[src/rtl/core/rgbhsv_pkg.sv]
// Shared constants, types and stage record for the RGB to HSV converter.
package rgbhsv_pkg;
    localparam int CHANNEL_BITS = 8;
    localparam int QUOT_BITS    = (CHANNEL_BITS > 6) ? CHANNEL_BITS : 6;
    localparam int NUM_BITS     = 2 * CHANNEL_BITS + 6;
    localparam int HUE_BITS     = 9;
    localparam int FULL         = (1 << CHANNEL_BITS) - 1;

    localparam logic [HUE_BITS-1:0] HUE_RED   = HUE_BITS'(0);
    localparam logic [HUE_BITS-1:0] HUE_GREEN = HUE_BITS'(120);
    localparam logic [HUE_BITS-1:0] HUE_BLUE  = HUE_BITS'(240);
    localparam logic [HUE_BITS-1:0] HUE_WRAP  = HUE_BITS'(360);

    typedef logic [CHANNEL_BITS-1:0] chan_t;
    typedef logic [NUM_BITS-1:0]     num_t;
    typedef logic [QUOT_BITS-1:0]    quot_t;
    typedef logic [HUE_BITS-1:0]     hue_t;

    typedef struct packed {
        logic  valid;
        num_t  sat_n;
        num_t  sat_d;
        num_t  hue_n;
        num_t  hue_d;
        quot_t q_sat;
        quot_t q_hue;
        hue_t  base;
        logic  neg;
        chan_t value;
    } stage_t;
endpackage

[src/rtl/core/rgbhsv_if.sv]
// Pixel input and HSV output channel interfaces.
interface rgbhsv_pix_if;
    logic                       valid;
    logic                       ready;
    logic [rgbhsv_pkg::CHANNEL_BITS-1:0] red;
    logic [rgbhsv_pkg::CHANNEL_BITS-1:0] green;
    logic [rgbhsv_pkg::CHANNEL_BITS-1:0] blue;
    modport source (output valid, red, green, blue, input ready);
    modport sink   (input valid, red, green, blue, output ready);
endinterface

interface rgbhsv_hsv_if;
    logic                                valid;
    logic                                ready;
    logic [rgbhsv_pkg::HUE_BITS-1:0]     hue;
    logic [rgbhsv_pkg::CHANNEL_BITS-1:0] saturation;
    logic [rgbhsv_pkg::CHANNEL_BITS-1:0] value;
    modport source (output valid, hue, saturation, value, input ready);
    modport sink   (input valid, hue, saturation, value, output ready);
endinterface

[src/rtl/core/rgbhsv_front.sv]
// Front stage: max, min, sector selection and divider operand setup.
module rgbhsv_front (
    input  logic               clk,
    input  logic               rst_n,
    input  logic               en,
    input  logic               in_valid,
    input  rgbhsv_pkg::chan_t  red,
    input  rgbhsv_pkg::chan_t  green,
    input  rgbhsv_pkg::chan_t  blue,
    output rgbhsv_pkg::stage_t stage
);
    import rgbhsv_pkg::*;

    stage_t stage_reg;
    stage_t stage_next;
    chan_t  mx;
    chan_t  mn;
    chan_t  delta;
    chan_t  op_a;
    chan_t  op_b;
    chan_t  diff;
    chan_t  hue_div;
    chan_t  sat_div;
    logic   neg;
    hue_t   base;

    always_comb
    begin
        mx = red;
        mn = red;
        if (green > mx) mx = green;
        if (blue > mx) mx = blue;
        if (green < mn) mn = green;
        if (blue < mn) mn = blue;
        delta = mx - mn;
        if (red == mx)
        begin
            op_a = green;
            op_b = blue;
            base = HUE_RED;
        end
        else if (green == mx)
        begin
            op_a = blue;
            op_b = red;
            base = HUE_GREEN;
        end
        else
        begin
            op_a = red;
            op_b = green;
            base = HUE_BLUE;
        end
        neg  = (op_a < op_b);
        diff = neg ? (op_b - op_a) : (op_a - op_b);
        if (neg && (base == HUE_RED)) base = HUE_WRAP;
        hue_div = (delta == '0) ? chan_t'(1) : delta;
        sat_div = (mx == '0) ? chan_t'(1) : mx;

        stage_next.valid = in_valid;
        stage_next.hue_n = num_t'(diff) * num_t'(60)
                         + (neg ? num_t'(delta - chan_t'(1)) : '0);
        stage_next.hue_d = num_t'(hue_div) << (QUOT_BITS - 1);
        stage_next.sat_n = num_t'(delta) * num_t'(FULL);
        stage_next.sat_d = num_t'(sat_div) << (QUOT_BITS - 1);
        stage_next.q_sat = '0;
        stage_next.q_hue = '0;
        stage_next.base  = base;
        stage_next.neg   = neg;
        stage_next.value = mx;
    end

    always_ff @(posedge clk or negedge rst_n)
    begin
        if (!rst_n)
            stage_reg <= '0;
        else if (en)
            stage_reg <= stage_next;
    end

    assign stage = stage_reg;
endmodule

[src/rtl/core/rgbhsv_cell.sv]
// Divider cell: one quotient bit of both the hue and saturation divisions.
module rgbhsv_cell (
    input  logic               clk,
    input  logic               rst_n,
    input  logic               en,
    input  rgbhsv_pkg::stage_t stage_in,
    output rgbhsv_pkg::stage_t stage_out
);
    import rgbhsv_pkg::*;

    stage_t stage_reg;
    stage_t stage_next;
    logic   sat_ge;
    logic   hue_ge;

    always_comb
    begin
        stage_next = stage_in;
        sat_ge = (stage_in.sat_n >= stage_in.sat_d);
        hue_ge = (stage_in.hue_n >= stage_in.hue_d);
        if (sat_ge) stage_next.sat_n = stage_in.sat_n - stage_in.sat_d;
        if (hue_ge) stage_next.hue_n = stage_in.hue_n - stage_in.hue_d;
        stage_next.sat_d = stage_in.sat_d >> 1;
        stage_next.hue_d = stage_in.hue_d >> 1;
        stage_next.q_sat = {stage_in.q_sat[QUOT_BITS-2:0], sat_ge};
        stage_next.q_hue = {stage_in.q_hue[QUOT_BITS-2:0], hue_ge};
    end

    always_ff @(posedge clk or negedge rst_n)
    begin
        if (!rst_n)
            stage_reg <= '0;
        else if (en)
            stage_reg <= stage_next;
    end

    assign stage_out = stage_reg;
endmodule

[src/rtl/core/rgb_to_hsv_converter_unit.sv]
// Top level of the RGB to HSV converter: front stage, divider cell row, output stage.
// Accepts one pixel per clock unless the output stalls, and returns hue, saturation and
// value through one front stage, one divider cell per quotient bit and one output
// register. The whole pipeline holds while a result waits at the output and is not
// taken.
module rgb_to_hsv_converter_unit (
    input logic          clk,
    input logic          rst_n,
    rgbhsv_pix_if.sink   pix,
    rgbhsv_hsv_if.source hsv
);
    import rgbhsv_pkg::*;

    stage_t chain [QUOT_BITS+1];
    logic   en;
    logic   out_valid_reg;
    hue_t   hue_reg;
    chan_t  sat_reg;
    chan_t  value_reg;
    logic [HUE_BITS:0] hue_sum;
    hue_t   hue_next;

    assign en        = !out_valid_reg || hsv.ready;
    assign pix.ready = en;

    rgbhsv_front u_front (
        .clk      (clk),
        .rst_n    (rst_n),
        .en       (en),
        .in_valid (pix.valid),
        .red      (pix.red),
        .green    (pix.green),
        .blue     (pix.blue),
        .stage    (chain[0])
    );

    for (genvar i = 0; i < QUOT_BITS; i++)
    begin : g_cell
        rgbhsv_cell u_cell (
            .clk       (clk),
            .rst_n     (rst_n),
            .en        (en),
            .stage_in  (chain[i]),
            .stage_out (chain[i+1])
        );
    end

    always_comb
    begin
        if (chain[QUOT_BITS].neg)
            hue_sum = {1'b0, chain[QUOT_BITS].base}
                    - (HUE_BITS+1)'(chain[QUOT_BITS].q_hue);
        else
            hue_sum = {1'b0, chain[QUOT_BITS].base}
                    + (HUE_BITS+1)'(chain[QUOT_BITS].q_hue);
        if (hue_sum >= {1'b0, HUE_WRAP})
            hue_next = hue_t'(hue_sum - {1'b0, HUE_WRAP});
        else
            hue_next = hue_sum[HUE_BITS-1:0];
    end

    always_ff @(posedge clk or negedge rst_n)
    begin
        if (!rst_n)
            out_valid_reg <= 1'b0;
        else if (en)
            out_valid_reg <= chain[QUOT_BITS].valid;
    end

    always_ff @(posedge clk)
    begin
        if (en)
        begin
            hue_reg   <= hue_next;
            sat_reg   <= chain[QUOT_BITS].q_sat[CHANNEL_BITS-1:0];
            value_reg <= chain[QUOT_BITS].value;
        end
    end

    assign hsv.valid      = out_valid_reg;
    assign hsv.hue        = hue_reg;
    assign hsv.saturation = sat_reg;
    assign hsv.value      = value_reg;
endmodule

[src/flat_wrapper.sv]
// flat-port wrapper written by rule: the top's interface ports become plain ports
module rgb_to_hsv_converter_unit_flat import rgbhsv_pkg::*;
  (clk, rst_n, pix_valid, pix_red, pix_green, pix_blue, pix_ready, hsv_valid, hsv_hue, hsv_saturation, hsv_value, hsv_ready);
  rgbhsv_pix_if pix_i ();
  rgbhsv_hsv_if hsv_i ();
  input logic clk;
  input logic rst_n;
  input wire logic [$bits(pix_i.valid)-1:0] pix_valid;
  input wire logic [$bits(pix_i.red)-1:0] pix_red;
  input wire logic [$bits(pix_i.green)-1:0] pix_green;
  input wire logic [$bits(pix_i.blue)-1:0] pix_blue;
  output wire logic [$bits(pix_i.ready)-1:0] pix_ready;
  output wire logic [$bits(hsv_i.valid)-1:0] hsv_valid;
  output wire logic [$bits(hsv_i.hue)-1:0] hsv_hue;
  output wire logic [$bits(hsv_i.saturation)-1:0] hsv_saturation;
  output wire logic [$bits(hsv_i.value)-1:0] hsv_value;
  input wire logic [$bits(hsv_i.ready)-1:0] hsv_ready;
  assign pix_i.valid = pix_valid;
  assign pix_i.red = pix_red;
  assign pix_i.green = pix_green;
  assign pix_i.blue = pix_blue;
  assign pix_ready = pix_i.ready;
  assign hsv_valid = hsv_i.valid;
  assign hsv_hue = hsv_i.hue;
  assign hsv_saturation = hsv_i.saturation;
  assign hsv_value = hsv_i.value;
  assign hsv_i.ready = hsv_ready;
  rgb_to_hsv_converter_unit u_core (.clk(clk), .rst_n(rst_n), .pix(pix_i), .hsv(hsv_i));
endmodule
[config.mk]
export PLATFORM = sky130hd
export DESIGN_NAME = rgb_to_hsv_converter_unit_flat
export DESIGN_NICKNAME = d
export VERILOG_FILES = /design/src/rtl/core/rgbhsv_pkg.sv /design/src/rtl/core/rgbhsv_if.sv /design/src/rtl/core/rgbhsv_front.sv /design/src/rtl/core/rgbhsv_cell.sv /design/src/rtl/core/rgb_to_hsv_converter_unit.sv /design/src/flat_wrapper.sv
export SDC_FILE = /design/constraint.sdc
export NUM_CORES = 2
export LEC_CHECK = 0
export BUFFER_PORTS_ARGS = -buffer_cell sky130_fd_sc_hd__buf_2
export CORE_MARGIN = 3
export CORE_UTILIZATION = 60
export CTS_CLUSTER_SIZE = 20
export DETAILED_ROUTE_END_ITERATION = 10
export PLACE_DENSITY = 0.87
export SLEW_MARGIN = 15
export SYNTH_ARGS = -nofsm -noshare
export SYNTH_HDL_FRONTEND = slang
export SYNTH_SLANG_ARGS = --single-unit
[constraint.sdc]
create_clock -name clk -period 3.3 [get_ports clk]
set_input_delay 0.165 -clock clk [delete_from_list [all_inputs] [get_ports clk]]
set_output_delay 0.165 -clock clk [all_outputs]
set_load 0.05 [all_outputs]
==> key figures <==
Run status
  – Outcome: finished, violations left
  – Failing checks: negative setup slack

Layout
  – Nets: between 5000 and 6000
  – Layout cell share with drive strength beyond 1: between 10% and 20%
  – Non-Filler Instances: slightly below 6000
  – Layout fillers: a little under 4000
  – Max FFs per register: between 600 and 700
  – Fin area: 48500 um^2
  – Layout area overhead: 19.7%

Yosys
  – Register area share after synthesis: 43.6%
  – Register bit total from synthesis: about 700
  – Net count after synthesis: around 5000
  – Synthesized instance count: ~4600
  – Cell Area, Synth: slightly above 40000 um^2
  – Synth Area per Inst: between 8 and 9 um^2
  – Syn. warnings: 0
  – Primary FF master, synth: dfrtp_1
  – Fraction of registers with async set or reset after synthesis: 96.4%
  – EDFF count, synth: 25
  – Cell variety after synth: 93

Critical path
  – Crit path max fanout: 13
  – Crit Path Category: in2reg
  – Crit. End Element: flop
  – Required @ worst endpoint: about 3.9 ns
  – Crit start category: primary input
  – Crit-path max cell delay: 0.58 ns
  – Worst path arrival time: 10.74 ns
  – CP max-delay cell: nor2b_1

Die
  – Core ar.: around 66000 um^2
  – I/O pins: 55
  – Die Wd: roughly 270 um
  – DIE AREA: 70800 um^2
  – Num rows: 94
  – Starting Density: 61.2%
  – Die span in y: 266 um

Placed design
  – Hpwl dp: 65100 um
  – Placement Cell Area: 43900 um^2
  – Port Buffers: 54
  – Dpl cells: ~5700
  – Gp weighted congestion: between 0.9 and 1
  – Pre-CTS setup slack: -6.52 ns

STA
  – Tcrit/Tclk final: 309%
  – Hold Violations, Final: 0
  – Setup violations, final: 64
  – Max-slew violations: 0
  – Slew Limit Headroom: a little under a quarter
  – Final setup margin: -6.88 ns
  – RSZ-0062 raised after global routing: true
  – Clk_skew: between 0.02 and 0.03 ns
  – Fin crit period: a little over 10 ns
  – Worst Tran Pin Value: around 1.1 ns
  – Fmax: between 90 and 100 MHz

Global route
  – Total gr overflow: 0
  – All-Layer GR Usage: approximately 30%
  – Largest net degree at the start of global routing: approximately 180
  – Initial antenna violation count: 3
  – Vias in the first global route: 35700
  – First-pass GRT wire length: 173000 um

Routing
  – Initial DRC Count: about 4200
  – DR pass1 iterations: 6
  – Drt wl/cell: ~20 um
  – Residual DRC: 0
  – Via count: between 30000 and 40000
  – DR vias/cell: between 6 and 7
  – DRT Wirelength: ~120000 um
  – Final antenna-violating net count: 0

CTS
  – Clock sink count: 702
  – Clock Path Buffers: 3
  – CTS tree: built
  – CTS HTree Levels: 3
  – Reg clk slew, reported paths: about 0.07 ns
  – CTS buffer count: 71
  – Root buf cell: clkbuf_16
  – Skew-Pair Late Insertion Delay: 0.65 ns

Worst hold path
  – Tightest Hold Check Type: in2async

Job
  – Maxcap violations: 0
worst max-delay path, delay by kind of cell:
family / cells / cell delay, ns
AOI/OAI and AO/OA: 16 / 4.00
and+or+nand+nor: 9 / 2.28
adders and majority gates: 7 / 2.15
buffers and inverters: 11 / 1.65
xor gates and xnor gates: 2 / 0.46
through the flow:
step           setup TNS, ns  hold WS [ns]  util [%]
2_1_floorplan        -194.41        -0.131         -
3_3_place_gp         -215.14         0.203      66.1
3_5_place_dp         -225.21         0.200      66.1
4_1_cts              -157.94         0.152      71.6
5_1_grt              -213.90         0.207      73.2
6_report             -196.83         0.150      73.2
final cells by class:
type	count	area, um^2	area share, %
Sequential cell	702	17700	36.4
Timing Repair Buffer	440	3630	7.48
Clock inverter	27	350	0.722
Clock buffer	101	2060	4.25
Multi-Input combinational cell	3447	22600	46.6
Tap cell	864	1080	2.23
Inverter	289	1110	2.29
Antenna cell	2	5.00	0.0103
path summary, 6_finish.rpt:
check / startpoint / end / slack (ns) / cells past startpoint
min reg2reg: u_core.g_cell[7].u_cell.stage_out[31]$_DFFE_PN0P_ / u_core.hsv.saturation[5]$_DFFE_PP_ / 0.45 / 0
min: rst_n / u_core.g_cell[6].u_cell.stage_out[114]$_DFFE_PN0P_ / 0.15 / 2
max: pix_red[2] / u_core.u_front.stage[75]$_DFFE_PN0P_ / -6.88 / 45
max in group asynchronous: rst_n / u_core.g_cell[0].u_cell.stage_out[89]$_DFFE_PN0P_ / 2.15 / 3
min in group clk: hsv_ready / u_core.g_cell[5].u_cell.stage_out[122]$_DFFE_PN0P_ / 0.18 / 5
max reg2reg: u_core.u_front.stage[42]$_DFFE_PN0P_ / u_core.g_cell[0].u_cell.stage_out[71]$_DFFE_PN0P_ / -0.35 / 12
metal layers:
layer,vias to the layer above,routed length [um],GRT usage (%)
met1,17400,42700,33.4
met5,-,0,0
li1,16200,-,-
met3,859,10200,5.05
met2,2224,57800,53.2
met4,0,9510,16.6
Yosys cell counts (8+ instances only):
library cell	count	area [um^2]
and3_1	9	56.3
o21ai_1	36	180
nand3b_1	12	90.1
dfrtp_1	677	16900
o21ai_0	343	1720
edfxtp_1	25	751
o211ai_1	17	128
nor4b_1	9	78.8
inv_1	289	1080
a21oi_1	259	1300
xor2_1	94	823
mux2i_1	68	681
or2_2	13	81.3
xnor2_1	146	1280
a211oi_1	12	90.1
mux2_2	11	124
a21boi_0	22	165
nand2b_1	36	225
buf_1	9	33.8
a31oi_1	45	282
or3_1	34	213
nand4b_1	15	131
nand2_1	1122	4210
buf_2	14	70.1
ha_1	255	3190
o21a_1	19	143
nand3_1	34	170
o31ai_1	12	90.1
and2_1	8	50.1
nor2b_1	54	338
nand4_1	28	175
a21o_1	64	480
nor2_1	345	1290
or4_1	13	97.6
clkbuf_1	173	649
nor4_1	43	269
fa_1	59	1180
nor3_1	76	380
o21bai_1	13	97.6
kinds of logic (layout without fill, tap and decap cells):
family / after synthesis / after routing / synth area share (%)
AO/OA/AOI/OAI: 922 / 922 / 13.3
XOR/XNOR: 241 / 241 / 5.24
adder cells (fa/ha/maj): 314 / 314 / 10.8
buffers and inverters: 494 / 857 / 4.73
flip-flops: 702 / 702 / 43.6
multiplexers: 81 / 81 / 2.06
other: 0 / 2 / 0
AND/OR/NAND/NOR: 1889 / 1889 / 20.3
timing repair:
action                                 4_1_cts  5_1_grt
hold buffers                                 2        0
pin swaps                                   92      110
cloned                                       1        1
resized for setup                          182      158
endpoints found under the hold margin       62        0
setup endpoints to repair                   57       81
setup buffers                               51       32
layout by cell type (no fill, tap or decap), drive strengths merged, types with 13 or more instances in the layout:
cell,n
nor4,48
nor2,346
or2,16
o21bai,13
inv,295
mux2,13
dfrtp,677
a21oi,264
o21ai,379
clkinv,15
nand4,28
or4,15
a31oi,45
nor2b,54
o21a,19
or3,35
a21boi,26
nand3,34
xor2,94
a21o,64
ha,255
nand2,1123
nand4b,15
mux2i,68
nand2b,36
clkbuf,101
buf,438
edfxtp,25
o211ai,17
fa,59
xnor2,146
nor3,79
Power is not shown: default switching activity piles up to over one toggle a cycle in this logic, so the estimate is an artifact.
